### config.mk
export PLATFORM = sky130hd
export DESIGN_NAME = trimmed_mean_of_five_samples_flat
export DESIGN_NICKNAME = d
export VERILOG_FILES = /design/src/rtl/tmf_pkg.sv /design/src/rtl/tmf_if.sv /design/src/rtl/tmf_front.sv /design/src/rtl/tmf_queue.sv /design/src/rtl/tmf_back.sv /design/src/rtl/trimmed_mean_of_five_samples.sv /design/src/flat_wrapper.sv
export SDC_FILE = /design/constraint.sdc
export NUM_CORES = 1
export LEC_CHECK = 0
export ABC_AREA = 0
export BUFFER_PORTS_ARGS = -buffer_cell sky130_fd_sc_hd__buf_2
export CAP_MARGIN = 20
export CORE_AREA = 8 8 117 162
export CTS_CLUSTER_DIAMETER = 60
export DETAILED_ROUTE_END_ITERATION = 16
export DIE_AREA = 0 0 125 170
export GPL_ROUTABILITY_DRIVEN = 0
export PLACE_DENSITY = 0.84
export REMOVE_ABC_BUFFERS = 1
export SLEW_MARGIN = 10
export SYNTH_ARGS = -nofsm -noshare
export SYNTH_HDL_FRONTEND = slang
export SYNTH_HIERARCHICAL = 1
export SYNTH_SLANG_ARGS = --single-unit
### constraint.sdc
create_clock -name clk -period 7.3 [get_ports clk]
set_clock_uncertainty 0.15 [all_clocks]
set_input_delay 0.365 -clock clk [delete_from_list [all_inputs] [get_ports clk]]
set_output_delay 0.365 -clock clk [all_outputs]
set_load 0.005 [all_outputs]
### src/rtl/tmf_pkg.sv
// Shared types and constants for the five-sample trimmed-mean filter.
// Used by the channel interfaces and every tmf_* module; no dependencies.
package tmf_pkg;

  // Data sizes
  localparam int WINDOW       = 5;
  localparam int SAMPLE_BITS  = 10;
  localparam int MAX_CHANNELS = 8;
  localparam int CHAN_BITS    = 3;
  localparam int CFG_BITS     = 4;
  localparam logic [CFG_BITS-1:0] CFG_RESET = CFG_BITS'(8);

  // Window bookkeeping
  localparam int FILL_BITS = $clog2(WINDOW + 1);
  localparam int PASS_BITS = $clog2(WINDOW);
  localparam int MID       = WINDOW / 2;

  // Sum of the middle three and floor(sum / 3) by reciprocal multiply
  localparam int MEAN_COUNT  = 3;
  localparam int SUM_BITS    = SAMPLE_BITS + 2;
  localparam int RECIP_SHIFT = SUM_BITS + 2;
  localparam int RECIP_BITS  = RECIP_SHIFT;
  localparam logic [RECIP_BITS-1:0] RECIP =
    RECIP_BITS'(((64'd1 << RECIP_SHIFT) + MEAN_COUNT - 1) / MEAN_COUNT);
  localparam int PROD_BITS = SUM_BITS + RECIP_BITS;

  // Command queue between front and back
  localparam int QUEUE_DEPTH = 2;
  localparam int QPTR_BITS   = $clog2(QUEUE_DEPTH);
  localparam int QCNT_BITS   = $clog2(QUEUE_DEPTH + 1);

  // Result status codes
  localparam logic STATUS_OK    = 1'b0;
  localparam logic STATUS_RANGE = 1'b1;

  typedef logic [CHAN_BITS-1:0]   chan_t;
  typedef logic [SAMPLE_BITS-1:0] sample_t;
  typedef logic [SUM_BITS-1:0]    sum_t;

  typedef enum logic {
    CMD_SAMPLE = 1'b0,
    CMD_REJECT = 1'b1
  } cmd_kind_t;

  typedef struct packed {
    cmd_kind_t kind;
    chan_t     channel;
    sample_t   sample;
  } cmd_t;

  typedef enum logic [3:0] {
    ST_IDLE = 4'b0001,
    ST_SORT = 4'b0010,
    ST_SUM  = 4'b0100,
    ST_MEAN = 4'b1000
  } back_state_t;

endpackage

### src/rtl/tmf_if.sv
// Valid/ready channel interfaces: sample input, command queue link, result output.
// Depends on tmf_pkg.
interface tmf_in_if;
  logic             valid;
  logic             ready;
  tmf_pkg::chan_t   channel;
  tmf_pkg::sample_t sample;

  modport source (output valid, output channel, output sample, input ready);
  modport sink   (input valid, input channel, input sample, output ready);
endinterface

interface tmf_cmd_if;
  logic          valid;
  logic          ready;
  tmf_pkg::cmd_t cmd;

  modport source (output valid, output cmd, input ready);
  modport sink   (input valid, input cmd, output ready);
endinterface

interface tmf_out_if;
  logic             valid;
  logic             ready;
  tmf_pkg::chan_t   result_channel;
  tmf_pkg::sample_t filtered_value;
  logic             status;

  modport source (output valid, output result_channel, output filtered_value,
                  output status, input ready);
  modport sink   (input valid, input result_channel, input filtered_value,
                  input status, output ready);
endinterface

### src/rtl/tmf_front.sv
// Front end: holds the channel-count register and classifies each sample
// as in range or rejected. Depends on tmf_pkg and tmf_if.
module tmf_front (
  input  logic                            clk,
  input  logic                            rst_n,
  input  logic                            cfg_we,
  input  logic [tmf_pkg::CFG_BITS-1:0]    cfg_wdata,
  tmf_in_if.sink                          in_s,
  tmf_cmd_if.source                       cmd_s
);
  import tmf_pkg::*;

  logic [CFG_BITS-1:0] chan_count_r;
  logic                in_range;

  // channel-count register
  always_ff @(posedge clk) begin
    if (!rst_n) begin
      chan_count_r <= CFG_RESET;
    end else if (cfg_we) begin
      chan_count_r <= cfg_wdata;
    end
  end

  // channel must be below both the programmed count and the hardware limit
  assign in_range = (CFG_BITS'(in_s.channel) < chan_count_r) &&
                    (int'(in_s.channel) < MAX_CHANNELS);

  // classify straight into the queue
  assign cmd_s.valid       = in_s.valid;
  assign cmd_s.cmd.kind    = in_range ? CMD_SAMPLE : CMD_REJECT;
  assign cmd_s.cmd.channel = in_s.channel;
  assign cmd_s.cmd.sample  = in_s.sample;
  assign in_s.ready        = cmd_s.ready;

endmodule

### src/rtl/tmf_queue.sv
// Short command FIFO that decouples the front end from the back end.
// Depends on tmf_pkg and tmf_if.
module tmf_queue (
  input  logic      clk,
  input  logic      rst_n,
  tmf_cmd_if.sink   push_s,
  tmf_cmd_if.source pop_s
);
  import tmf_pkg::*;

  cmd_t                 mem_r [QUEUE_DEPTH];
  logic [QPTR_BITS-1:0] wr_ptr_r, rd_ptr_r;
  logic [QCNT_BITS-1:0] count_r;
  logic                 push, pop;

  assign push_s.ready = (count_r != QCNT_BITS'(QUEUE_DEPTH));
  assign pop_s.valid  = (count_r != '0);
  assign pop_s.cmd    = mem_r[rd_ptr_r];
  assign push         = push_s.valid && push_s.ready;
  assign pop          = pop_s.valid && pop_s.ready;

  // storage
  always_ff @(posedge clk) begin
    if (push) begin
      mem_r[wr_ptr_r] <= push_s.cmd;
    end
  end

  // pointers and occupancy
  always_ff @(posedge clk) begin
    if (!rst_n) begin
      wr_ptr_r <= '0;
      rd_ptr_r <= '0;
      count_r  <= '0;
    end else begin
      if (push) begin
        wr_ptr_r <= (wr_ptr_r == QPTR_BITS'(QUEUE_DEPTH - 1)) ? '0 : wr_ptr_r + 1'b1;
      end
      if (pop) begin
        rd_ptr_r <= (rd_ptr_r == QPTR_BITS'(QUEUE_DEPTH - 1)) ? '0 : rd_ptr_r + 1'b1;
      end
      case ({push, pop})
        2'b10:   count_r <= count_r + 1'b1;
        2'b01:   count_r <= count_r - 1'b1;
        default: count_r <= count_r;
      endcase
    end
  end

endmodule

### src/rtl/tmf_back.sv
// Back end: collects the window, sorts it by odd-even transposition,
// averages the middle three and drives the result register.
// Depends on tmf_pkg and tmf_if.
module tmf_back (
  input  logic      clk,
  input  logic      rst_n,
  tmf_cmd_if.sink   cmd_s,
  tmf_out_if.source out_s
);
  import tmf_pkg::*;

  back_state_t          state_r, state_nxt;
  sample_t              win_r [WINDOW];
  sample_t              win_nxt [WINDOW];
  logic [FILL_BITS-1:0] fill_r, fill_nxt, fill_eff;
  chan_t                win_ch_r, win_ch_nxt;
  logic [PASS_BITS-1:0] pass_r, pass_nxt;
  sum_t                 sum_r, sum_nxt;
  logic [PROD_BITS-1:0] product;

  logic                 out_valid_r, out_valid_nxt;
  chan_t                out_ch_r, out_ch_nxt;
  sample_t              out_val_r, out_val_nxt;
  logic                 out_st_r, out_st_nxt;
  logic                 out_free;
  logic                 pop;

  assign out_free = !out_valid_r || out_s.ready;
  assign product  = PROD_BITS'(sum_r) * PROD_BITS'(RECIP);

  // a new sample on another channel restarts the window
  assign fill_eff = ((fill_r != '0) && (cmd_s.cmd.channel != win_ch_r)) ? '0 : fill_r;

  assign cmd_s.ready = pop;

  // sequencer and datapath
  always_comb begin
    state_nxt     = state_r;
    win_nxt       = win_r;
    fill_nxt      = fill_r;
    win_ch_nxt    = win_ch_r;
    pass_nxt      = pass_r;
    sum_nxt       = sum_r;
    out_ch_nxt    = out_ch_r;
    out_val_nxt   = out_val_r;
    out_st_nxt    = out_st_r;
    out_valid_nxt = out_valid_r && !out_s.ready;
    pop           = 1'b0;

    case (state_r)
      ST_IDLE: begin
        if (cmd_s.valid) begin
          if (cmd_s.cmd.kind == CMD_REJECT) begin
            // out-of-range request: answer at once, window untouched
            if (out_free) begin
              pop           = 1'b1;
              out_valid_nxt = 1'b1;
              out_ch_nxt    = cmd_s.cmd.channel;
              out_val_nxt   = '0;
              out_st_nxt    = STATUS_RANGE;
            end
          end else begin
            pop        = 1'b1;
            win_ch_nxt = cmd_s.cmd.channel;
            for (int i = 0; i < WINDOW; i++) begin
              if (FILL_BITS'(i) == fill_eff) begin
                win_nxt[i] = cmd_s.cmd.sample;
              end
            end
            if (fill_eff == FILL_BITS'(WINDOW - 1)) begin
              fill_nxt  = '0;
              pass_nxt  = '0;
              state_nxt = ST_SORT;
            end else begin
              fill_nxt = fill_eff + 1'b1;
            end
          end
        end
      end

      ST_SORT: begin
        // one transposition pass: disjoint pairs, larger value first
        for (int i = 0; i < WINDOW - 1; i++) begin
          if (((i % 2) == int'(pass_r[0])) && (win_r[i] < win_r[i + 1])) begin
            win_nxt[i]     = win_r[i + 1];
            win_nxt[i + 1] = win_r[i];
          end
        end
        pass_nxt = pass_r + 1'b1;
        if (pass_r == PASS_BITS'(WINDOW - 1)) begin
          state_nxt = ST_SUM;
        end
      end

      ST_SUM: begin
        sum_nxt = SUM_BITS'(win_r[MID - 1]) + SUM_BITS'(win_r[MID]) +
                  SUM_BITS'(win_r[MID + 1]);
        state_nxt = ST_MEAN;
      end

      ST_MEAN: begin
        if (out_free) begin
          out_valid_nxt = 1'b1;
          out_ch_nxt    = win_ch_r;
          out_val_nxt   = product[RECIP_SHIFT +: SAMPLE_BITS];
          out_st_nxt    = STATUS_OK;
          state_nxt     = ST_IDLE;
        end
      end

      default: begin
        state_nxt = ST_IDLE;
      end
    endcase
  end

  // control state
  always_ff @(posedge clk) begin
    if (!rst_n) begin
      state_r     <= ST_IDLE;
      fill_r      <= '0;
      win_ch_r    <= '0;
      pass_r      <= '0;
      out_valid_r <= 1'b0;
    end else begin
      state_r     <= state_nxt;
      fill_r      <= fill_nxt;
      win_ch_r    <= win_ch_nxt;
      pass_r      <= pass_nxt;
      out_valid_r <= out_valid_nxt;
    end
  end

  // payload
  always_ff @(posedge clk) begin
    win_r     <= win_nxt;
    sum_r     <= sum_nxt;
    out_ch_r  <= out_ch_nxt;
    out_val_r <= out_val_nxt;
    out_st_r  <= out_st_nxt;
  end

  assign out_s.valid          = out_valid_r;
  assign out_s.result_channel = out_ch_r;
  assign out_s.filtered_value = out_val_r;
  assign out_s.status         = out_st_r;

endmodule

### src/rtl/trimmed_mean_of_five_samples.sv
// Top level of the five-sample trimmed-mean filter.
// Depends on tmf_pkg, tmf_if, tmf_front, tmf_queue and tmf_back.
//
//   Channel   Dir   Handshake            Payload
//   in_s      in    valid/ready          channel[2:0], sample[9:0]
//   out_s     out   valid/ready          result_channel[2:0], filtered_value[9:0], status
//   cfg       in    cfg_we (no ready)    cfg_wdata[3:0] = channels_present
//
// A sample that does not complete a window is stored by the idle state; a rejected
// request goes straight into the result register. The fifth sample of a window
// starts WINDOW sort passes on the single compare-exchange row, reused for every pass,
// then a sum and a multiply into the result register, which waits for a free output.
// Reset (rst_n, synchronous) empties the window and the queue and sets
// channels_present to 8. A two-entry queue lets the input keep transferring
// while the back end sorts or the result waits for the sink.
module trimmed_mean_of_five_samples (
  input  logic                         clk,
  input  logic                         rst_n,
  input  logic                         cfg_we,
  input  logic [tmf_pkg::CFG_BITS-1:0] cfg_wdata,
  tmf_in_if.sink                       in_s,
  tmf_out_if.source                    out_s
);
  import tmf_pkg::*;

  tmf_cmd_if front_q ();
  tmf_cmd_if q_back ();

  tmf_front u_front (
    .clk       (clk),
    .rst_n     (rst_n),
    .cfg_we    (cfg_we),
    .cfg_wdata (cfg_wdata),
    .in_s      (in_s),
    .cmd_s     (front_q.source)
  );

  tmf_queue u_queue (
    .clk    (clk),
    .rst_n  (rst_n),
    .push_s (front_q.sink),
    .pop_s  (q_back.source)
  );

  tmf_back u_back (
    .clk   (clk),
    .rst_n (rst_n),
    .cmd_s (q_back.sink),
    .out_s (out_s)
  );

endmodule

### src/flat_wrapper.sv
// flat-port wrapper written by rule: the top's interface ports become plain ports
module trimmed_mean_of_five_samples_flat import tmf_pkg::*;
  (clk, rst_n, cfg_we, cfg_wdata, in_s_valid, in_s_channel, in_s_sample, in_s_ready, out_s_valid, out_s_result_channel, out_s_filtered_value, out_s_status, out_s_ready);
  tmf_in_if in_s_i ();
  tmf_out_if out_s_i ();
  input  logic clk;
  input  logic rst_n;
  input  logic cfg_we;
  input  logic [tmf_pkg::CFG_BITS-1:0] cfg_wdata;
  input wire logic [$bits(in_s_i.valid)-1:0] in_s_valid;
  input wire logic [$bits(in_s_i.channel)-1:0] in_s_channel;
  input wire logic [$bits(in_s_i.sample)-1:0] in_s_sample;
  output wire logic [$bits(in_s_i.ready)-1:0] in_s_ready;
  output wire logic [$bits(out_s_i.valid)-1:0] out_s_valid;
  output wire logic [$bits(out_s_i.result_channel)-1:0] out_s_result_channel;
  output wire logic [$bits(out_s_i.filtered_value)-1:0] out_s_filtered_value;
  output wire logic [$bits(out_s_i.status)-1:0] out_s_status;
  input wire logic [$bits(out_s_i.ready)-1:0] out_s_ready;
  assign in_s_i.valid = in_s_valid;
  assign in_s_i.channel = in_s_channel;
  assign in_s_i.sample = in_s_sample;
  assign in_s_ready = in_s_i.ready;
  assign out_s_valid = out_s_i.valid;
  assign out_s_result_channel = out_s_i.result_channel;
  assign out_s_filtered_value = out_s_i.filtered_value;
  assign out_s_status = out_s_i.status;
  assign out_s_i.ready = out_s_ready;
  trimmed_mean_of_five_samples u_core (.clk(clk), .rst_n(rst_n), .cfg_we(cfg_we), .cfg_wdata(cfg_wdata), .in_s(in_s_i), .out_s(out_s_i));
endmodule
# After elaboration in Yosys (flattened, before gate mapping)
# Memory sizes are Yosys's and may differ from the RTL's. A register that Yosys moved wholly into a read port is not among the register bits.
# Index checks and enable logic that the tools add are counted.
dict set report totals {
  ff_bits 98
  latchBits 0
  mem_bits_rw 28
  mem_bits_ro 0
  in_bits 22
  out_inout_bits 16
  elab_cells 147
  mem_count 1
}
dict set report op_classes {
  add_sub_neg 8
  multipliers 1
  div_mod_pow 0
  order_cmp 5
  n_eq_ne 31
  n_shift 0
  muxes 55
  bitwise_logic 2
  n_reduce_logical 26
}
# memory words word_bits rd rd_clocked_by_memory_dff wr line
set memory_table {}
lappend memory_table {u_core.u_queue.mem_r 2 14 1 1 1 tmf_queue.sv:11} ;# cmd_t mem_r [QUEUE_DEPTH];
# op count
set op_table {}
lappend op_table {{$mux 50} 2}
lappend op_table {{$pmux 50 s2} 1}
lappend op_table {{$mux 10} 9}
lappend op_table {{$mux 20} 4}
lappend op_table {{$lt 10x10->1} 4}
lappend op_table {{$reduce_and 5->1} 7}
lappend op_table {{$mux 3} 9}
lappend op_table {{$ne 2x2->1 const B} 13}
lappend op_table {{$mul 12x12->23 const B} 1}
lappend op_table {{$mux 4} 5}
lappend op_table {{$pmux 10 s2} 1}
lappend op_table {{$mux 1} 18}
lappend op_table {{$pmux 4 s4} 1}
lappend op_table {{$add 11x10->12} 1}
lappend op_table {{$pmux 3 s2} 2}
lappend op_table {{$add 10x10->11} 1}
lappend op_table {{$ne 3x3->1 const B} 3}
lappend op_table {{$logic_and 1x1->1} 8}
lappend op_table {{$reduce_bool 2->1} 4}
lappend op_table {{$add 3x1->3 const B} 2}
lappend op_table {{$eq 2x3->1 const A} 2}
lappend op_table {{$eq 3x3->1 const B} 2}
lappend op_table {{$eq 4x1->1 const B} 1}
lappend op_table {{$eq 4x2->1 const B} 1}
lappend op_table {{21 further kinds} 26}

# Longest topological paths before layout
# Gate-level depths: netlist of the first run.
dict set report depth {
  ltp_word 9
  depth_mapped 17
  ltp_nobuf 17
}

# Modules after synthesis
# The synthesis of the first run kept the hierarchy.
# mod n_inst cells_each area_each_um2 seq_area_each_um2
set modules_own_cells {}
lappend modules_own_cells {tmf_back 1 801 8146.6 2562.5}
lappend modules_own_cells {tmf_queue 1 67 1238.7 940.9}
lappend modules_own_cells {tmf_front 1 36 317.8 80.1}

# Least setup slack after synthesis of the first run
# OpenSTA, ideal clock, no wires.
dict set report synth_timing {
  path_kind {flip-flop to flip-flop}
  startpoint {register u_core.u_back.sum_r[1]}
  endpoint {register u_core.u_back.out_val_r[8], in the netlist u_core/u_back/out_s.filtered_value[8], data pin}
  setup_time_ps 260
  t_arrival_ps 4368
  t_required_ps 6890
  setup_slack_ps 2522
  path_stages_with_launch 18
  path_buffers 0
  period_less_slack_ps 4778
  cell_sequence {edfxtp_1 ha_1 fa_1 inv_1 fa_1 inv_1 fa_1 inv_1 fa_1 inv_1 ha_1 a21oi_1 o21ai_0 a31oi_1 o211a_1 o21ai_0 a211oi_1 nor3_1}
}
dict set report synth_via {
  elab_chain_len 3
}
# item line
set synth_rtl {}
lappend synth_rtl {{start: declaration} tmf_back.sv:18} ;# sum_t sum_r, sum_nxt;
lappend synth_rtl {{start signal: assignment} tmf_back.sv:137} ;# sum_r <= sum_nxt;
lappend synth_rtl {{$mul 12x12->23} tmf_back.sv:29} ;# assign product = PROD_BITS'(sum_r) * PROD_BITS'(RECIP);
lappend synth_rtl {{$mux 10} tmf_back.sv:102} ;# if (out_free) begin
lappend synth_rtl {{$pmux 10 s2} tmf_back.sv:50} ;# case (state_r)
lappend synth_rtl {{end signal: assignment} tmf_back.sv:139} ;# out_val_r <= out_val_nxt;
lappend synth_rtl {{end: declaration} tmf_back.sv:23} ;# sample_t out_val_r, out_val_nxt;
# No other way between the ends. The select of a mux whose other input is x is not followed.
# A chain may end at the register's enable or synchronous reset.

# Final worst setup path of the first run
# Same ends and word-level chain as after synthesis.

==> metrics.log, run 1 <==
INFO  metric met1_usage = 19.4%
INFO  metric setup_tns = 0 ns
INFO  metric crit_path_cell_trace = ha_1, fa_1, inv_1, fa_1, inv_1, fa_1, inv_1, fa_1, inv_1, ha_1, a21oi_1, o21ai_0, a31oi_1, o211a_1, o21ai_0, a211oi_1, nor3_1
INFO  metric clkLatencyLatePin = 0.42 ns
INFO  metric clock-sinks = 127
INFO  metric routedWlPerCell = 17.3 um
INFO  metric share_seq_of_total_power = 43.8%
INFO  metric combPwrFrac = 19.0%
INFO  metric synth_seq_area_share = 36.9%
INFO  metric cp_data_required_time = 7.31 ns
INFO  metric first_global_vias = 7240
INFO  metric post-route-worst-setup-slack = 2.15 ns
INFO  metric grt_overflow_total = 0
INFO  metric cts_buffer_depth = 2
INFO  metric vias = 6847
INFO  metric final_nets = 1150
INFO  metric internal_power = 1.59 mW
INFO  metric die_area = 21300 sq um
INFO  metric remaining_drc_errors = 0
INFO  metric synth_area = 9700 sq um
INFO  metric final-setup-viol-count = 0
INFO  metric grt_util_met3 = 2.13%
INFO  metric power_frac_clock = 37.2%
INFO  metric row_count = 56
INFO  metric slew_headroom = 34.1%
INFO  metric result_of_the_run = completed
INFO  metric post-place-ws = 2.17 ns
INFO  metric ys_dominant_reg_cell = edfxtp_1
INFO  metric grt_pass1_wl = 33500 um
INFO  metric cp-start-kind = flip-flop
INFO  metric synthesized_instance_count = 904
INFO  metric synth-async-reset-ratio = 0%
INFO  metric final_routed_wirelength = 20100 um
INFO  metric detailedRoute.firstIterationViolations = 536
INFO  metric drt-vias-per-instance = 5.90
INFO  metric seq_area = 3580 sq um
INFO  metric multi_input_area = 5370 sq um
INFO  metric critPathMaxStageDelay = 0.53 ns
INFO  metric netSwitchingFraction = 28.4%
INFO  metric num-fill-cells = 1229
INFO  metric timing.max_cap.violations = 0
INFO  metric p_sw = 0.629 mW
INFO  metric core-area = 16500 sq um
INFO  metric utilization = 64.6%
INFO  metric critPathArrivalTime = 5.16 ns
INFO  metric cp_slowest_cell = fa_1
INFO  metric cts_made_buffers = 17
INFO  metric synth_area_per_cell = 10.7 sq um
INFO  metric detailedPlacementHpwl = 15300 um
INFO  metric timing_max_transition_violations_final = 0
INFO  metric clock_period_minus_final_worst_setup_slack = 5.15 ns
INFO  metric globalRouteMet2Util = 37.9%
INFO  metric fp.dieW = 125 um
INFO  metric tightest_slew = 0.985 ns
INFO  metric ir_worst_vdd = 178 uV
INFO  metric min_path_type = input port to flip-flop
INFO  metric num_antenna_cells = 0
INFO  metric floorplan.initialDensity = 58.7%
INFO  metric power_leakage = 4.76 nW
INFO  metric die-height = 170 um
INFO  metric max_clock_freq = 194 MHz
INFO  metric root_buffer = clkbuf_16
INFO  metric detail_route.first_pass.iterations = 6
INFO  metric synthToLayoutAreaGrowth = 10.1%
INFO  metric numPortBuffers = 37
INFO  metric setup.worst_path.class = flip-flop to flip-flop
INFO  metric groute.usage.overall = 19.4%
INFO  metric ctsHtreeMaxLevel = 4
INFO  metric power_density = 207 nW/um^2
INFO  metric synth-edff-count = 104
INFO  metric worst_setup_hold_path_clk_slew = 0.07 ns
INFO  metric worst-path-max-fanout = 5
INFO  metric globalRoute.busiestLayer = met2
INFO  metric post_cts.repair.setup_buffers = 0
INFO  metric layout_worst_path_cycle_share = 70.5%
INFO  metric synth.ff_latch_count = 127
INFO  metric yosys_warnings = 6
INFO  metric rsz0062_at_grt = no
INFO  metric post_route_cells_drive_above_1_share = 11.7%
INFO  metric design_power_total = 2.22 mW
INFO  metric cp-end-kind = flip-flop
INFO  metric tritoncts = yes
INFO  metric synth_cell_type_count = 63
INFO  metric design.portCount = 38
INFO  metric grt_antenna_before_repair = 0
INFO  metric finalHoldViolations = 0
INFO  metric postRouteAntennaNets = 0
INFO  metric grt_max_degree = 35
worst max-delay path, delay by kind of cell, from the launching register on:
family	cells	cell delay (ns)
AND/OR/NAND/NOR	1	0.06
flip-flops	1	0.49
buffers and inverters	4	0.21
adder cells (fa/ha/maj)	6	2.81
AO/OA/AOI/OAI	6	1.19
Yosys cell counts (6+ instances only):
cell type	n	area [sq um]
inv_1	140	526
ha_1	134	1680
edfxtp_1	104	3120
nand2_1	57	214
fa_1	50	1000
nor2_1	43	161
a21oi_1	34	170
o21ai_0	29	145
nor2b_1	25	156
dfxtp_1	23	460
a21o_1	20	150
nor3_1	18	90.1
xnor2_1	18	158
a221o_1	16	160
buf_4	16	120
clkbuf_1	14	52.6
mux2_2	14	158
o211ai_1	11	82.6
a221oi_1	10	87.6
mux2i_1	10	100
nand3_1	10	50.1
a211oi_1	9	67.6
nand2b_1	9	56.3
a21boi_0	7	52.6
buf_2	6	30.0
o21a_1	6	45.0
logic make-up after synthesis:
logic type / Yosys count / share of synthesized area [%]
AOI/OAI and AO/OA: 179 / 13.2
buffers and inverters: 178 / 7.87
DFF: 127 / 36.9
xor gates and xnor gates: 22 / 1.99
adders and majority gates: 184 / 27.6
and+or+nand+nor: 190 / 9.79
muxes: 24 / 2.66
state kept, by name (all words and copies together), names as in the netlist, named ones only:
register / count
u_core/u_queue/wr_ptr_r: 1
u_core/u_back/win_ch_r: 3
u_core/u_queue/count_r: 2
u_core/u_queue/mem_r: 28
u_core/u_back/out_s.valid: 1
u_core/u_front/chan_count_r: 4
u_core/u_back/out_s.status: 1
u_core/u_back/pass_r: 3
u_core/u_queue/rd_ptr_r: 1
u_core/u_back/state_r: 4
u_core/u_back/out_s.filtered_value: 10
u_core/u_back/sum_r: 12
u_core/u_back/fill_r: 3
u_core/u_back/out_s.result_channel: 3
u_core/u_back/win_r: 50
worst paths after layout:
kind                            cells after the start                                                  end  slack, ns                                   startpoint
worst max-delay path                               17  u_core/u_back/out_s.filtered_value[8]$_SDFFCE_PN0P_       2.15             u_core/u_back/sum_r[1]$_DFFE_PP_
worst min-delay path                                3          u_core/u_front/chan_count_r[3]$_SDFFE_PN1P_       0.02                                 cfg_wdata[3]
worst max register to register                     17  u_core/u_back/out_s.filtered_value[8]$_SDFFCE_PN0P_       2.15             u_core/u_back/sum_r[1]$_DFFE_PP_
worst min register to register                      2          u_core/u_front/chan_count_r[3]$_SDFFE_PN1P_       0.34  u_core/u_front/chan_count_r[3]$_SDFFE_PN1P_
per-layer routing:
| metal | vias to the layer above | wire, um |
|---|---|---|
| met1 | 3342 | 7500 |
| met4 | 0 | 868 |
| met3 | 57 | 599 |
| met5 | - | 0 |
| li1 | 3260 | - |
| met2 | 188 | 11100 |
power groups by stage:
stage	Combinational (mW)	Clock, mW	Sequential (mW)
final	0.420	0.825	0.971
after global routing	0.467	0.869	0.979
after CTS	0.419	0.842	0.970
after detailed placement	0.407	0	0.984
after global placement	0.392	0	0.979
after floorplan	0.300	0	0.971
what timing repair did:
action / in CTS / in global routing
gates resized for setup: 0 / 0
hold buffers: 12 / 0
endpoints found under the hold margin: 24 / 0
through the flow:
| step | instances | instance area [sq um] | hold WS (ns) |
|---|---|---|---|
| final | 1160 | 10700 | 0.0219 |
| after global routing | 1160 | 10700 | 0.0179 |
| after CTS | 1159 | 10700 | 0.0133 |
| after detailed placement | 1115 | 9980 | 0.326 |
| after global placement | 1115 | 9980 | 0.316 |
| after floorplan | 866 | 9470 | 0.277 |
final cells by class:
type,count,share of cell area (%)
clock buffer,17,3.98
clock inverter,15,1.37
inverter,140,4.92
multi-input combinational,599,50.3
sequential,127,33.5
tap,203,2.38
timing repair buffer,59,3.56
cells in the final DEF (no fill, tap or decap), drive strengths merged, types with 4 or more instances in the layout:
cell / netlist / final
fa: 50 / 50
o21ai: 33 / 33
a21oi: 37 / 37
nor3: 18 / 18
nand2: 57 / 57
mux2i: 10 / 10
a31oi: 5 / 5
xnor2: 18 / 18
nor4b: 4 / 4
nor2b: 25 / 25
a221oi: 10 / 10
edfxtp: 104 / 104
a21o: 20 / 20
nand2b: 9 / 9
o211ai: 13 / 13
dfxtp: 23 / 23
clkbuf: 14 / 17
o21a: 6 / 6
buf: 24 / 47
nand3: 10 / 10
nor3b: 4 / 4
ha: 134 / 134
dlygate4sd3: 0 / 12
and2: 5 / 5
inv: 140 / 150
nor2: 44 / 44
xor2: 4 / 4
a211oi: 10 / 10
a221o: 16 / 16
mux2: 14 / 14
clkinv: 0 / 4
a21boi: 8 / 8
Power figures use the tool's default switching activity.
==> run 2: changes to the inputs <==
--- a/config.mk
+++ b/config.mk
@@ -8,12 +8,12 @@
 export ABC_AREA = 0
 export BUFFER_PORTS_ARGS = -buffer_cell sky130_fd_sc_hd__buf_2
 export CAP_MARGIN = 20
-export CORE_AREA = 8 8 117 162
+export CORE_AREA = 8 8 120 166
 export CTS_CLUSTER_DIAMETER = 60
 export DETAILED_ROUTE_END_ITERATION = 16
-export DIE_AREA = 0 0 125 170
+export DIE_AREA = 0 0 128 174
 export GPL_ROUTABILITY_DRIVEN = 0
-export PLACE_DENSITY = 0.84
+export PLACE_DENSITY = 0.83
 export REMOVE_ABC_BUFFERS = 1
 export SLEW_MARGIN = 10
 export SYNTH_ARGS = -nofsm -noshare
==> constraint.sdc (replaced) <==
create_clock -name clk -period 4.6 [get_ports clk]
set_clock_uncertainty 0.15 [all_clocks]
set_input_delay 0.23 -clock clk [delete_from_list [all_inputs] [get_ports clk]]
set_output_delay 0.23 -clock clk [all_outputs]
set_load 0.005 [all_outputs]
==> metrics.log, run 2 (synthesis gave the netlist of run 1 again) <==
INFO  metric crit_cells = 14 (-3)
INFO  metric ir_worst_vdd = 321 uV (+81%)
INFO  metric setup_tns = -0.154 ns (-0.154 ns)
INFO  metric grt_antenna_before_repair = 0 (unchanged)
INFO  metric die_area = 22300 sq um (+4.8%)
INFO  metric postPlaceCellArea = 10300 sq um (+3.5%)
INFO  metric netSwitchingFraction = 26.7% (-1.7 points)
INFO  metric violations_in_the_final_reports = setup timing
INFO  metric worst_setup_path_startpoint = u_core/u_back/sum_r[2]$_DFFE_PP_
INFO  metric clkLatencyLatePin = 0.43 ns (about the same)
INFO  metric r2r_start = u_core/u_back/sum_r[2]$_DFFE_PP_
INFO  metric p_sw = 0.953 mW (+51%)
INFO  metric routedWlPerCell = 17.7 um (+2.7%)
INFO  metric cell_repeated_most_along_the_worst_path = fa_1
INFO  metric result_of_the_run = finished with violations
INFO  metric setup.worst_path.class = flip-flop to flip-flop
INFO  metric core-area = 17600 sq um (+6.2%)
INFO  metric synthToLayoutAreaGrowth = 19.7%
INFO  metric cp_data_required_time = 4.73 ns (-2.58 ns)
INFO  metric row_count = 58 (+3.6%)
INFO  metric grt_max_degree = 26 (-26%)
INFO  metric clock_period_minus_final_worst_setup_slack = 4.73 ns (-0.418 ns)
INFO  metric grt_pass1_wl = 35500 um (+5.9%)
INFO  metric detail_route.first_pass.iterations = 5 (-1)
INFO  metric min_path_type = input port to flip-flop
INFO  metric max_clock_freq = 211 MHz (+8.8%)
INFO  metric cp_slowest_cell = fa_1
INFO  metric hold_path.startpoint = out_s_ready
INFO  metric cts_made_buffers = 17 (unchanged)
INFO  metric power_leakage = 5.07 nW (+6.4%)
INFO  metric numPortBuffers = 37 (unchanged)
INFO  metric ctsHtreeMaxLevel = 4 (unchanged)
INFO  metric grt_overflow_total = 0 (unchanged)
INFO  metric setup.reg_to_reg.worst_slack = -0.13 ns (-2.28 ns)
INFO  metric stdcell_area = 11600 sq um (+8.7%)
INFO  metric vias = 7136 (+4.2%)
INFO  metric detailedPlacementHpwl = 15700 um (+2.4%)
INFO  metric worst_r2r_endpoint = u_core/u_back/out_s.filtered_value[9]$_SDFFCE_PN0P_
INFO  metric groute.usage.overall = 20.2% (+0.75 points)
INFO  metric internal_power = 2.62 mW (+65%)
INFO  metric share_seq_of_total_power = 43.1% (-0.7 points)
INFO  metric clock-sinks = 127 (unchanged)
INFO  metric timing.max_cap.violations = 0 (unchanged)
INFO  metric tightest_slew = 0.914 ns (-0.0717 ns)
INFO  metric final_routed_wirelength = 22300 um (+11%)
INFO  metric family_of_cells_with_the_greatest_summed_delay_on_the_critical_path = adder cells
INFO  metric slew_headroom = 38.9% (+4.8 points)
INFO  metric postRouteAntennaNets = 0 (unchanged)
INFO  metric critPathMaxStageDelay = 0.55 ns (+0.02 ns)
INFO  metric worst_setup_hold_path_clk_slew = 0.07 ns (about the same)
INFO  metric power_density = 308 nW/um^2 (+48%)
INFO  metric final_nets = 1211 (+5.3%)
INFO  metric post-route-worst-setup-slack = -0.132 ns (-2.28 ns)
INFO  metric post_route_cells_drive_above_1_share = 20.7% (+9.0 points)
INFO  metric power_frac_clock = 37.9% (+0.7 points)
INFO  metric combPwrFrac = 19.0% (about the same)
INFO  metric root_buffer = clkbuf_16
INFO  metric largest_registers = u_core/u_back/win_r (50), u_core/u_queue/mem_r (28), u_core/u_back/sum_r (12)
INFO  metric worst_hold_slack = 0.0133 ns (-0.00857 ns)
INFO  metric cts_buffer_depth = 2 (unchanged)
INFO  metric registers.top_by_ff_count = u_core/u_back/win_r
INFO  metric fp.dieW = 128 um (+2.4%)
INFO  metric layout_worst_path_cycle_share = 103% (+32 points)
INFO  metric worst-path-max-fanout = 3 (-2)
INFO  metric die-height = 174 um (+2.4%)
INFO  metric cp-start-kind = flip-flop
INFO  metric crit_path_cell_trace = ha_4, fa_2, fa_1, fa_1, inv_2, fa_1, inv_2, ha_4, a21o_1, a31oi_4, o211ai_2, o311a_1, or3_4, a21oi_2
INFO  metric drt-vias-per-instance = 5.67 (-3.9%)
INFO  metric first_global_vias = 7620 (+5.2%)
INFO  metric layout_common_cells = inv_1 (134), ha_1 (114), edfxtp_1 (104)
INFO  metric remaining_drc_errors = 0 (unchanged)
INFO  metric final-setup-viol-count = 2 (+2)
INFO  metric design.portCount = 38 (unchanged)
INFO  metric rsz0062_at_grt = yes
INFO  metric critical_path_buf_inv_count = 2 (-2)
INFO  metric critPathArrivalTime = 4.86 ns (-0.30 ns)
INFO  metric finalHoldViolations = 0 (unchanged)
INFO  metric layout_commonest_cell = inv_1
INFO  metric num_antenna_cells = 0 (unchanged)
INFO  metric cp-end-kind = flip-flop
INFO  metric timing_max_transition_violations_final = 0 (unchanged)
INFO  metric largest_register_ffs = 50 (unchanged)
INFO  metric detailedRoute.firstIterationViolations = 442 (-18%)
INFO  metric floorplan.initialDensity = 55.3% (-3.4 points)
INFO  metric tritoncts = yes
INFO  metric rr_worst_depth = 14 (-3)
INFO  metric crit_end = u_core/u_back/out_s.filtered_value[9]$_SDFFCE_PN0P_
## run 2: layout make-up
| cell class | instances | area, sq um |
|---|---|---|
| multi-input combinational | 599 | 5740 |
| clock buffer | 18 | 429 |
| timing repair buffer | 120 | 873 |
| clock inverter | 14 | 166 |
| tap | 240 | 300 |
| fill | 1243 | 5950 |
| inverter | 140 | 526 |
| sequential | 127 | 3580 |
## run 2: stage by stage
step	power, mW	utilization [%]	std cells	setup WS, ns
global placement	2.18	58.9	1193	-0.236
global route	3.73	66.1	1258	-0.243
floorplan	2.02	-	866	-0.186
detailed placement	2.21	58.9	1193	-0.325
finish	3.57	66.1	1258	-0.132
CTS	3.58	64.6	1251	-0.138
## run 2: how the worst min path moves through the flow
stage                                                              to  slack [ns]  depth (start not counted)
after floorplan           u_core/u_front/chan_count_r[3]$_SDFFE_PN1P_        0.14                          1
after global placement           u_core/u_queue/mem_r[0][2]$_DFFE_PP_        0.27                          1
after detailed placement         u_core/u_queue/mem_r[1][3]$_DFFE_PP_        0.27                          1
after CTS                        u_core/u_back/out_s.valid$_SDFF_PN0_       0.005                          3
after global routing             u_core/u_back/out_s.valid$_SDFF_PN0_       0.002                          3
final                            u_core/u_back/out_s.valid$_SDFF_PN0_        0.01                          3
## run 2: timing repair
| item | in CTS | in global routing |
|---|---|---|
| endpoints found under the hold margin | 31 | 0 |
| resized for setup | 28 | 38 |
| endpoints found under the setup margin | 7 | 7 |
| pin swaps | 32 | 36 |
| buffers inserted | 6 | 6 |
| hold buffers | 20 | 0 |
## run 2: per-layer routing
metal | GRT usage [%] | vias up | part of all wire (%)
li1 | - | 3384 | -
met1 | 20.1 | 3435 | 36
met2 | 37.1 | 234 | 54
met3 | 3.93 | 83 | 3.8
met4 | 12.8 | 0 | 5.6
met5 | 0 | - | 0
## run 2: power groups by stage
stage | combinational (mW) | sequential (mW) | clock (mW)
floorplan | 0.476 | 1.54 | 0
global placement | 0.629 | 1.55 | 0
detailed placement | 0.652 | 1.56 | 0
CTS | 0.672 | 1.54 | 1.37
global route | 0.761 | 1.55 | 1.42
finish | 0.680 | 1.54 | 1.36
## run 2: worst min-delay path, stage by stage
cell and delay (ns):
buf_2 0.08, nand2b_1 0.11, a21boi_0 0.10
==> run 3: changes to the inputs <==
--- a/config.mk
+++ b/config.mk
@@ -8,15 +8,14 @@
 export ABC_AREA = 0
 export BUFFER_PORTS_ARGS = -buffer_cell sky130_fd_sc_hd__buf_2
 export CAP_MARGIN = 20
-export CORE_AREA = 8 8 120 166
+export CORE_AREA = 8 8 117 162
 export CTS_CLUSTER_DIAMETER = 60
 export DETAILED_ROUTE_END_ITERATION = 16
-export DIE_AREA = 0 0 128 174
+export DIE_AREA = 0 0 125 170
 export GPL_ROUTABILITY_DRIVEN = 0
-export PLACE_DENSITY = 0.83
+export PLACE_DENSITY = 0.84
 export REMOVE_ABC_BUFFERS = 1
 export SLEW_MARGIN = 10
 export SYNTH_ARGS = -nofsm -noshare
 export SYNTH_HDL_FRONTEND = slang
-export SYNTH_HIERARCHICAL = 1
 export SYNTH_SLANG_ARGS = --single-unit
==> metrics.log, run 3 <==
INFO  metric result_of_the_run = finished with violations
INFO  metric violations_in_the_final_reports = setup timing
INFO  metric max_clock_freq = 216 MHz (+2.1%)
INFO  metric layout_commonest_cell = inv_1
INFO  metric critPathArrivalTime = 4.65 ns (-0.21 ns)
INFO  metric registers.top_by_ff_count = u_core.u_back.win_r
INFO  metric post_synth_top_area_cell = edfxtp_1
INFO  metric tritoncts = yes
INFO  metric num-fill-cells = 1124 (-9.6%)
INFO  metric synth_seq_area_share = 38.7% (+1.8 points)
INFO  metric numPortBuffers = 37 (unchanged)
INFO  metric grt_pass1_wl = 33400 um (-6.1%)
INFO  metric min_path_type = input port to flip-flop
INFO  metric synth_cell_type_count = 59 (-6.3%)
INFO  metric layout_worst_path_cycle_share = 101% (-2.1 points)
INFO  metric synthesized_instance_count = 836 (-7.5%)
INFO  metric final-setup-viol-count = 1 (-1)
INFO  metric synth-async-reset-ratio = 0% (unchanged)
INFO  metric synth.ff_latch_count = 127 (unchanged)
INFO  metric clock-sinks = 127 (unchanged)
INFO  metric cp-start-kind = flip-flop
INFO  metric num_antenna_cells = 0 (unchanged)
INFO  metric cp_data_required_time = 4.62 ns (-0.11 ns)
INFO  metric power_density = 318 nW/um^2 (+3.4%)
INFO  metric ys_top_cells_by_count = ha_1 (134), inv_1 (128), edfxtp_1 (104)
INFO  metric clock_period_minus_final_worst_setup_slack = 4.64 ns (-0.0952 ns)
INFO  metric fp.dieW = 125 um (-2.3%)
INFO  metric timing.max_cap.violations = 0 (unchanged)
INFO  metric synth.most_common_cell = ha_1
INFO  metric cts_buffer_depth = 2 (unchanged)
INFO  metric largest_register_ffs = 50 (unchanged)
INFO  metric floorplan.initialDensity = 56.0% (+0.73 points)
INFO  metric critical_path_buf_inv_count = 5 (+3)
INFO  metric family_of_cells_with_the_greatest_summed_delay_on_the_critical_path = adder cells
INFO  metric final_routed_wirelength = 20600 um (-7.7%)
INFO  metric synth_area = 9260 sq um (-4.6%)
INFO  metric largest_registers = u_core.u_back.win_r (50), u_core.u_queue.mem_r (28), u_core.u_back.sum_r (12)
INFO  metric die-height = 170 um (-2.3%)
INFO  metric worst_hold_slack = 0.0187 ns (+0.00531 ns)
INFO  metric die_area = 21300 sq um (-4.6%)
INFO  metric tightest_slew = 0.836 ns (-0.0779 ns)
INFO  metric synth-edff-count = 104 (unchanged)
INFO  metric design_power_total = 3.55 mW (-0.67%)
INFO  metric drt-vias-per-instance = 5.85 (+3.1%)
INFO  metric row_count = 56 (-3.4%)
INFO  metric finalHoldViolations = 0 (unchanged)
INFO  metric design.portCount = 38 (unchanged)
INFO  metric critPathMaxStageDelay = 0.53 ns (-0.02 ns)
INFO  metric power_leakage = 5.07 nW (about the same)
INFO  metric timing_max_transition_violations_final = 0 (unchanged)
INFO  metric cts_made_buffers = 17 (unchanged)
INFO  metric root_buffer = clkbuf_16
INFO  metric slew_headroom = 43.5% (+4.6 points)
INFO  metric setup.worst_path.class = flip-flop to flip-flop
INFO  metric grt_overflow_total = 0 (unchanged)
INFO  metric remaining_drc_errors = 0 (unchanged)
INFO  metric crit_path_cell_trace = ha_4, fa_1, inv_2, fa_1, inv_2, fa_1, inv_2, fa_1, inv_2, ha_4, a21o_1, buf_6, a21o_1, o31a_1, nor3_2, nor3_2
INFO  metric core-area = 16500 sq um (-5.8%)
INFO  metric detailedRoute.firstIterationViolations = 494 (+12%)
INFO  metric final_nets = 1157 (-4.5%)
INFO  metric post-place-ws = -0.315 ns (+0.00941 ns)
INFO  metric detail_route.first_pass.iterations = 5 (unchanged)
INFO  metric rsz0062_at_grt = yes
INFO  metric postRouteAntennaNets = 0 (unchanged)
INFO  metric groute.usage.overall = 19.6% (-0.62 points)
INFO  metric first_global_vias = 7271 (-4.6%)
INFO  metric cp_slowest_cell = fa_1
INFO  metric worst-path-max-fanout = 3 (unchanged)
INFO  metric routedWlPerCell = 17.7 um (-0.49%)
INFO  metric ys_dominant_reg_cell = edfxtp_1
INFO  metric clkLatencyLatePin = 0.43 ns (about the same)
INFO  metric grt_max_degree = 48 (+85%)
INFO  metric grt_antenna_before_repair = 0 (unchanged)
INFO  metric yosys-top-cells-area = edfxtp_1 (34%), ha_1 (18%), fa_1 (11%), inv_1 (5.2%), dfxtp_1 (5.0%)
INFO  metric detailedPlacementHpwl = 14900 um (-4.9%)
INFO  metric post_route_cells_drive_above_1_share = 17.4% (-3.3 points)
INFO  metric post-route-worst-setup-slack = -0.0365 ns (+0.0952 ns)
INFO  metric ir_worst_vdd = 362 uV (+12%)
INFO  metric cp-end-kind = flip-flop
INFO  metric yosys_warnings = 0 (-6)
INFO  metric ctsHtreeMaxLevel = 4 (unchanged)
INFO  metric synth.top_cell.area_share = 33.7% (+1.5 points)
INFO  metric synth_area_per_cell = 11.1 sq um (+3.2%)
INFO  metric worst_setup_hold_path_clk_slew = 0.06 ns (about the same)
INFO  metric vias = 6824 (-4.4%)
INFO  metric layout_common_cells = inv_1 (123), ha_1 (121), edfxtp_1 (104)
INFO  metric synthToLayoutAreaGrowth = 20.5%
## run 3: cell families after synthesis
family,share of synthesized area [%]
and+or+nand+nor,9.10
DFF,38.7
xor gates and xnor gates,1.70
muxes,2.26
AOI/OAI and AO/OA,13.2
adders and majority gates,28.9
buffers and inverters,6.12
## run 3: path summary, 6_finish.rpt
path	from	endpoint	slack (ns)	cells after the start
setup / recovery	u_core.u_back.sum_r[1]$_DFFE_PP_	u_core.u_back.out_s.filtered_value[2]$_SDFFCE_PN0P_	-0.04	16
hold / removal	cfg_we	u_core.u_front.chan_count_r[0]$_SDFFE_PN0P_	0.02	3
setup reg to reg	u_core.u_back.sum_r[1]$_DFFE_PP_	u_core.u_back.out_s.filtered_value[2]$_SDFFCE_PN0P_	-0.04	16
hold reg to reg	u_core.u_back.fill_r[1]$_SDFFE_PN0P_	u_core.u_back.fill_r[1]$_SDFFE_PN0P_	0.31	2
## run 3: layout make-up
class | count | area [sq um] | area share [%]
multi-input cells | 560 | 5380 | 48.2
flip-flops and latches | 127 | 3580 | 32.1
repair buffers | 115 | 840 | 7.52
clock buffers | 21 | 504 | 4.52
inverters | 130 | 488 | 4.37
well taps | 203 | 254 | 2.28
clock inverters | 11 | 111 | 0.998
## run 3: where the power goes
part           leakage (nW)  switching (mW)  internal (mW)
clock network         0.297           0.552          0.851
registers              1.14          0.0628           1.43
logic                  3.63           0.357          0.296
total                  5.07           0.972           2.58
## run 3: worst reg2reg max path: cells and delay by family, from the launching register on
kind,cells,cell delay (ns)
compound gates,3,0.72
fa+ha+maj,6,2.50
flops,1,0.43
buf+inv,5,0.30
simple gates,2,0.28
## run 3: what timing repair did
item / 4_1_cts / 5_1_grt
pin swaps: 20 / 30
resized for setup: 22 / 27
setup buffers: 4 / 6
hold buffers: 23 / 0
hold endpoints to repair: 32 / 0
endpoints found under the setup margin: 9 / 9
## run 3: routing by layer
| metal | wire [um] | GRT usage [%] |
|---|---|---|
| met5 | 0 | 0 |
| met4 | 788 | 10.1 |
| met3 | 704 | 3.26 |
| met2 | 11700 | 39.0 |
| met1 | 7450 | 18.8 |
## run 3: stage by stage
step                       TNS [ns]  util [%]  area (sq um)  instances
after floorplan              -39.39         -          9180        817
final                       -0.0365      67.5         11200       1167
after global placement       -0.929      60.2          9960       1101
after detailed placement      -1.58      60.2          9960       1101
after global routing         -0.826      67.5         11200       1167
after CTS                 -0.000215      66.3         11000       1160
